==> config.mk <==
export PLATFORM = sky130hd
export DESIGN_NAME = msl_project
export DESIGN_NICKNAME = d
export VERILOG_FILES = /design/src/hw/rtl/msl_pkg.sv /design/src/hw/rtl/msl_project.sv
export SDC_FILE = /design/constraint.sdc
export NUM_CORES = 1
export LEC_CHECK = 0
export BUFFER_PORTS_ARGS = -buffer_cell sky130_fd_sc_hd__buf_2
export CAP_MARGIN = 20
export CORE_MARGIN = 2
export CORE_UTILIZATION = 40
export CTS_BUF_LIST = sky130_fd_sc_hd__clkbuf_16
export DETAILED_ROUTE_END_ITERATION = 8
export GPL_TIMING_DRIVEN = 0
export RECOVER_POWER = 25
export SLEW_MARGIN = 10
export SYNTH_ARGS = -nofsm -noshare
export SYNTH_HDL_FRONTEND = slang
export SYNTH_SLANG_ARGS = --single-unit
==> constraint.sdc <==
create_clock -name clock -period 8.85 [get_ports clock]
set_clock_uncertainty 0.2 [all_clocks]
set_input_delay 1.77 -clock clock [delete_from_list [all_inputs] [get_ports clock]]
set_output_delay 1.77 -clock clock [all_outputs]
set_load 0.1 [all_outputs]
==> src/hw/rtl/msl_pkg.sv <==
`timescale 1ns / 1ps
// ----------------------------------------------------------------------------
// msl_pkg - shared types and constants for the Menger slice membership test
// Register indexes, reset values, coordinate widths and pipeline flag types.
// ----------------------------------------------------------------------------
package msl_pkg;

   localparam int CSR_INDEX_W = 2;
   localparam int CSR_DATA_W  = 32;

   localparam logic [CSR_INDEX_W-1:0] CSR_INV_SCALE    = 2'd0;
   localparam logic [CSR_INDEX_W-1:0] CSR_SLICE_OFFSET = 2'd1;
   localparam logic [CSR_INDEX_W-1:0] CSR_DEPTH_LEVELS = 2'd2;

   localparam logic [31:0] INV_SCALE_RESET    = 32'd65536;
   localparam logic [31:0] SLICE_OFFSET_RESET = 32'd0;
   localparam logic [3:0]  DEPTH_LEVELS_RESET = 4'd3;

   // scaled coordinate in Q.32, saturated to magnitude 2^47
   localparam int COORD_W = 49;
   // 4u = 2 + offset/2 + s in Q.32
   localparam int SUM_W   = 51;

   typedef struct packed {
      logic signed [COORD_W-1:0] sx;
      logic signed [COORD_W-1:0] sy;
      logic signed [COORD_W-1:0] sz;
   } scaled_type;

   typedef struct packed {
      logic beyond_box;
      logic removed;
   } flag_type;

endpackage

==> src/hw/rtl/msl_project.sv <==
`timescale 1ns / 1ps
// ----------------------------------------------------------------------------
// msl_project - slice projection stage
// Forms the four slice coordinates, runs the hypercube bound test and
// truncates each coordinate to the inner fraction width.
// ----------------------------------------------------------------------------
module msl_project
   import msl_pkg::*;
#(
   parameter int INNER_FRAC_BITS = 24
) (
   input  logic                       clock,
   input  logic                       reset,
   input  logic                       in_valid,
   output logic                       in_ready,
   input  scaled_type                 scaled,
   input  logic signed [31:0]         slice_offset,
   output logic                       out_valid,
   input  logic                       out_ready,
   output logic [INNER_FRAC_BITS:0]   r_out [4],
   output flag_type                   flags
);

   localparam logic signed [SUM_W-1:0] HALF_FOUR = SUM_W'(64'sd1 <<< 33);
   localparam logic signed [SUM_W-1:0] FOUR_ONE  = SUM_W'(64'sd1 <<< 34);

   logic                        valid_ff;
   logic [INNER_FRAC_BITS:0]    r_ff [4];
   logic [INNER_FRAC_BITS:0]    r_in [4];
   flag_type                    flags_ff;
   flag_type                    flags_in;
   logic signed [SUM_W-1:0]     base;
   logic signed [SUM_W-1:0]     sx;
   logic signed [SUM_W-1:0]     sy;
   logic signed [SUM_W-1:0]     sz;
   logic signed [SUM_W-1:0]     w [4];
   logic [3:0]                  out_of_box;

   assign sx   = SUM_W'(scaled.sx);
   assign sy   = SUM_W'(scaled.sy);
   assign sz   = SUM_W'(scaled.sz);
   assign base = HALF_FOUR + (SUM_W'(slice_offset) <<< 15);

   assign w[0] = base + sx + sy - sz;
   assign w[1] = base - sx - sy - sz;
   assign w[2] = base + sx - sy + sz;
   assign w[3] = base - sx + sy + sz;

   genvar k;
   for (k = 0; k < 4; k++) begin : g_lane
      assign out_of_box[k] = (w[k] < 0) || (w[k] > FOUR_ONE);
      // inside the box w lies in [0, 2^34], so bits 34..0 hold it
      if (INNER_FRAC_BITS <= 34) begin : g_trunc
         assign r_in[k] = w[k][34 -: INNER_FRAC_BITS + 1];
      end else begin : g_widen
         assign r_in[k] = {w[k][34:0], {(INNER_FRAC_BITS - 34){1'b0}}};
      end
   end

   always_comb begin
      flags_in.beyond_box = |out_of_box;
      flags_in.removed    = 1'b0;
   end

   assign in_ready = !valid_ff || out_ready;

   always_ff @(posedge clock) begin
      if (reset) begin
         valid_ff <= 1'b0;
      end else if (in_ready) begin
         valid_ff <= in_valid;
      end
   end

   always_ff @(posedge clock) begin
      if (in_valid && in_ready) begin
         r_ff     <= r_in;
         flags_ff <= flags_in;
      end
   end

   assign out_valid = valid_ff;
   assign r_out     = r_ff;
   assign flags     = flags_ff;

endmodule

Yosys cells after proc, flatten, opt, wreduce, memory -nomap -nowiden
Cells that the tools add are included.
W data, S select, Z words.

operators by class
  reduce and logical (&&, ||, !) cells = 8
  order comparisons = 8
  add/sub/neg operators = 11

operator list
  cell                      number
  $gt A51 B36 Y1 const B    4
  $lt A51 B1 Y1 const B     4
  $add A50 B49 Y51          2
  $add A51 B49 Y51          2
  $sub A50 B49 Y51          2
  $sub A51 B49 Y51          2
  $add A48 B49 Y50          1
  $sub A48 B49 Y50          1
  $add A35 B47 Y48 const A  1
  $logic_or A1 B1 Y1        5
  $reduce_or A4 Y1          1
  $logic_and A1 B1 Y1       1
  $logic_not A1 Y1          1

word-level totals
  output and inout bits = 104
  logic and storage cells = 33
  flip-flop bits (word level) = 102

Depth between registers and ports, before layout
  depth after elaboration = 7
  gate-level depth with buffers = 32
  mapped depth without buffers = 31

Worst setup path before layout
OpenSTA, ideal clock, no wires.

  kind = input to register
  start point = input scaled[117] in the netlist's numbering
  end point = register flags_ff (netlist bit flags[1]) (data pin)
  setup time = 0.269 ns
  data required time = 8.381 ns
  setup slack = 0.513 ns
  buffers on the path = 2
  data arrival time = 7.868 ns
  stages = 31
  cell sequence = inv_1 ha_1 clkbuf_1 nor2b_1 o21bai_1 a21oi_1 a211oi_1 a21oi_1 a31o_2 o41ai_1 o221a_2 a21oi_1 a221o_1 o41ai_1 or2_2 xnor2_1 fa_1 ha_1 clkbuf_1 a21oi_1 o221ai_1 a21o_1 a21oi_1 o22ai_1 nor4_1 nand4_1 or4_1 nor4_1 nand4_1 nor4_1 nand3_1

RTL lines
  item                  RTL line           text
  from (decl)           msl_project.sv:16  input scaled_type scaled,
  to (signal assigned)  msl_project.sv:78  flags_ff <= flags_in;
  to (decl)             msl_project.sv:30  flag_type flags_ff;

==> results.tsv <==
stage	metric	value	unit
outcome	status	complete, but fails checks	
outcome	failing checks	max-capacitance violations, max-slew violations	
worst_setup_path	arrival time at the worst endpoint	8.70	ns
power_and_ir_drop	Sequential Power Share	0.107	
worst_setup_path	crit path max fanout	7	
clock_network	H-tree levels	3	
sta	Tmin final	8.80	ns
worst_setup_path	reg-to-reg startpoint	out_valid	
flow_run	max_cap viols	1	
worst_setup_path	Worst R2R Path Depth	3	
yosys	Top FF cell, synth	edfxtp_1	
placed_design	dpl ws	-2.18	ns
worst_setup_path	Worst EP required	8.76	ns
yosys	synthesized netlist cell count	3093	
grt	first-pass GRT wire length	132	mm
die	Die Y-Extent	253	µm
sta	RSZ-0062 raised after global routing	yes	
route	WL per Instance	21.0	µm
min_path	hold depth	2	
sta	Final Max Slew Viols	50	
placed_design	DP Wirelength	76.1	mm
yosys	Ys Warns	0	
route	drc violations	0	
yosys	Synth top area share	0.163	
min_path	Hold Path Class	register to register	
yosys	ys async rst share	0	
die	Top Ports	287	
clock_network	CTS Buf Count	9	
clock_network	worst skew pair latency	0.39	ns
cells_and_area	Final nets	4056	
worst_setup_path	CP startpoint	scaled[113]	
cells_and_area	layout cells sized above 1	0.126	
worst_setup_path	most used cell, CP	buf_4	
power_and_ir_drop	Comb pwr share	0.842	
clock_network	Reg clk slew, reported paths	0.07	ns
sta	final hold violations	0	
yosys	Yosys top cell by area	fa_1	
grt	Congestion Overflow GR	0	
power_and_ir_drop	Peak supply drop	351	µV
sta	post-route setup TNS	0	ns
die	die span in x	253	µm
grt	initial antenna violation count	18	
route	final WL	88.3	mm
worst_setup_path	Max stage delay on crit path	0.56	ns
grt	largest net degree at the start of global routing	53	
grt	vias in the first global route	22583	
placed_design	routability congestion estimate	0.982	
cells_and_area	P&R area growth vs syn	14.1	%
sta	Final WS setup	0.0545	ns
route	Top Metal Used	met5	
die	die footprint	64000	µm²
power_and_ir_drop	Leakage	12.8	nW
placed_design	number of I/O port buffers	285	
sta	Worst slew margin	-1.39	
clock_network	root cell of the clock tree	clkbuf_16	
power_and_ir_drop	Power Density	309	nW/µm²
die	Row Count	91	
yosys	Mapped Avg Cell Area	8.02	µm²
placed_design	Placement Cell Area	27300	µm²
yosys	number of synthesized register bits	102	
power_and_ir_drop	switching share of power	0.623	
yosys	Post-Syn Area	24800	µm²
route	via/cell ratio	5.72	
power_and_ir_drop	sw power	0.00544	W
route	met2 WL post-DR	39.9	mm
route	WL met1	39.8	mm
sta	Worst-Margin Slew	3.59	ns
yosys	synth cell count leaders	429 x inv_1, 281 x a21oi_1, 272 x ha_1	
clock_network	CTS Buffer Depth	2	
power_and_ir_drop	Clock power frac	0.051	
worst_setup_path	FF-to-FF setup slack	4.92	ns
yosys	Net Count, Synth	3750	
worst_setup_path	type of origin of the critical path	input port	
worst_setup_path	Critical Path End Type	register	
clock_network	post-cts hold buffer count	0	
yosys	EDFF count, synth	101	
worst_setup_path	type of the worst setup path	input port to register	
min_path	Worst Hold End	out_valid	
die	Initial Utilization	0.403	
worst_setup_path	reg2reg end	r_out[29]	
route	ANT nets after route	0	
route	WL met3	6.32	mm
yosys	Synth cell types	98	
cells_and_area	post-route cell area	28300	µm²
route	drt pass-1 iters	5	
die	CORE AREA	61500	µm²
grt	Total GRT Usage	0.269	
min_path	Hold Crit Start	out_valid	
route	via count	24061	
clock_network	TritonCTS Sinks	102	
worst_setup_path	highest-delay cell along the critical path	clkdlybuf4s50_2	
yosys	most numerous cell in the Yosys netlist	inv_1	
route	First DRT Iteration DRCs	1759	
power_and_ir_drop	Pint	0.00330	W
yosys	top cells by area, synth	fa_1 16%, ha_1 14%, edfxtp_1 12%	
yosys	register area share after synthesis	0.123	
sta	endpoints failing setup	0	
sta	period utilization	0.994	
clock_network	CTS tree	done	
sta	Fmax achieved	0.114	GHz
[final cells by class]
class	instances	area, µm²
fill	6300	33200
clock buffer	9	225
antenna	11	27.5
clock inverter	6	87.6
timing repair buffer	310	1600
sequential	102	3050
inverter	429	1610
multi-input combinational	2461	20300
buffer	86	372
tap	790	988
[cell usage in the layout, fill, tap and decap left out, drive strengths merged, types with 75 or more instances in the layout]
| cell | count |
|---|---|
| ha | 272 |
| clkbuf | 110 |
| xor2 | 75 |
| nor2 | 218 |
| edfxtp | 101 |
| o21ai | 140 |
| fa | 202 |
| buf | 294 |
| inv | 431 |
| xnor2 | 141 |
| a21o | 105 |
| nand2 | 202 |
| a21oi | 282 |
[layer usage]
metal / track usage / up-vias
met5: 0 / -
met4: 0.0744 / 18
met3: 0.0444 / 115
met2: 0.432 / 827
met1: 0.373 / 11629
li1: - / 11472
[power by group through the flow]
stage          clock network (W)  registers, W  logic, W
2_1_floorplan                  0       0.00234   0.00381
3_3_place_gp                   0      0.000954   0.00704
3_5_place_dp                   0      0.000947   0.00704
4_1_cts                 0.000456      0.000939   0.00716
5_1_grt                 0.000465      0.000954   0.00787
6_report                0.000447      0.000934   0.00736
[worst max-delay path: cells and delay by family]
family | cells | cell delay (ns)
adder cells (fa/ha/maj) | 4 | 1.34
AND/OR/NAND/NOR | 9 | 1.86
buffers and inverters | 6 | 1.36
XOR/XNOR | 2 | 0.53
AO/OA/AOI/OAI | 8 | 1.81
[cells by family after synthesis]
family | after synthesis | synth area share
mux | 13 | 0.00540
other cells | 1 | 0.000151
simple gates | 876 | 0.176
xor+xnor | 216 | 0.0763
fa+ha+maj | 474 | 0.300
compound gates | 881 | 0.236
flops | 102 | 0.123
buf+inv | 530 | 0.0824
[worst max-delay path by stage]
stage | endpoint | slack (ns) | cells after the start
after CTS | flags[1] | 0.02 | 32
after global routing | flags[1] | -0.11 | 30
after detailed placement | flags[1] | -2.18 | 28
after global placement | flags[1] | -2.32 | 28
after floorplan | flags[1] | 0.51 | 31
final | flags[1] | 0.05 | 29
[flip-flops by register name, summed over array words and instances, names as in the netlist]
| signal | cells |
|---|---|
| r_out | 100 |
| flags | 1 |
| out_valid | 1 |
[per-stage QoR]
stage	power, W	instances	util	hold slack (ns)
after CTS	0.00855	4189	0.454	0.330
after global routing	0.00929	4199	0.460	0.374
after detailed placement	0.00798	4170	0.443	0.320
final	0.00875	4204	0.460	0.313
after global placement	0.00800	4168	0.443	0.294
after floorplan	0.00615	3093	-	1.53
[repair_timing]
item / CTS / global route
pin swaps: 7 / 29
setup endpoints to repair: 1 / 1
setup buffers: 9 / 14
resized for setup: 56 / 63
No activity file was read; power rests on OpenSTA's default activity.
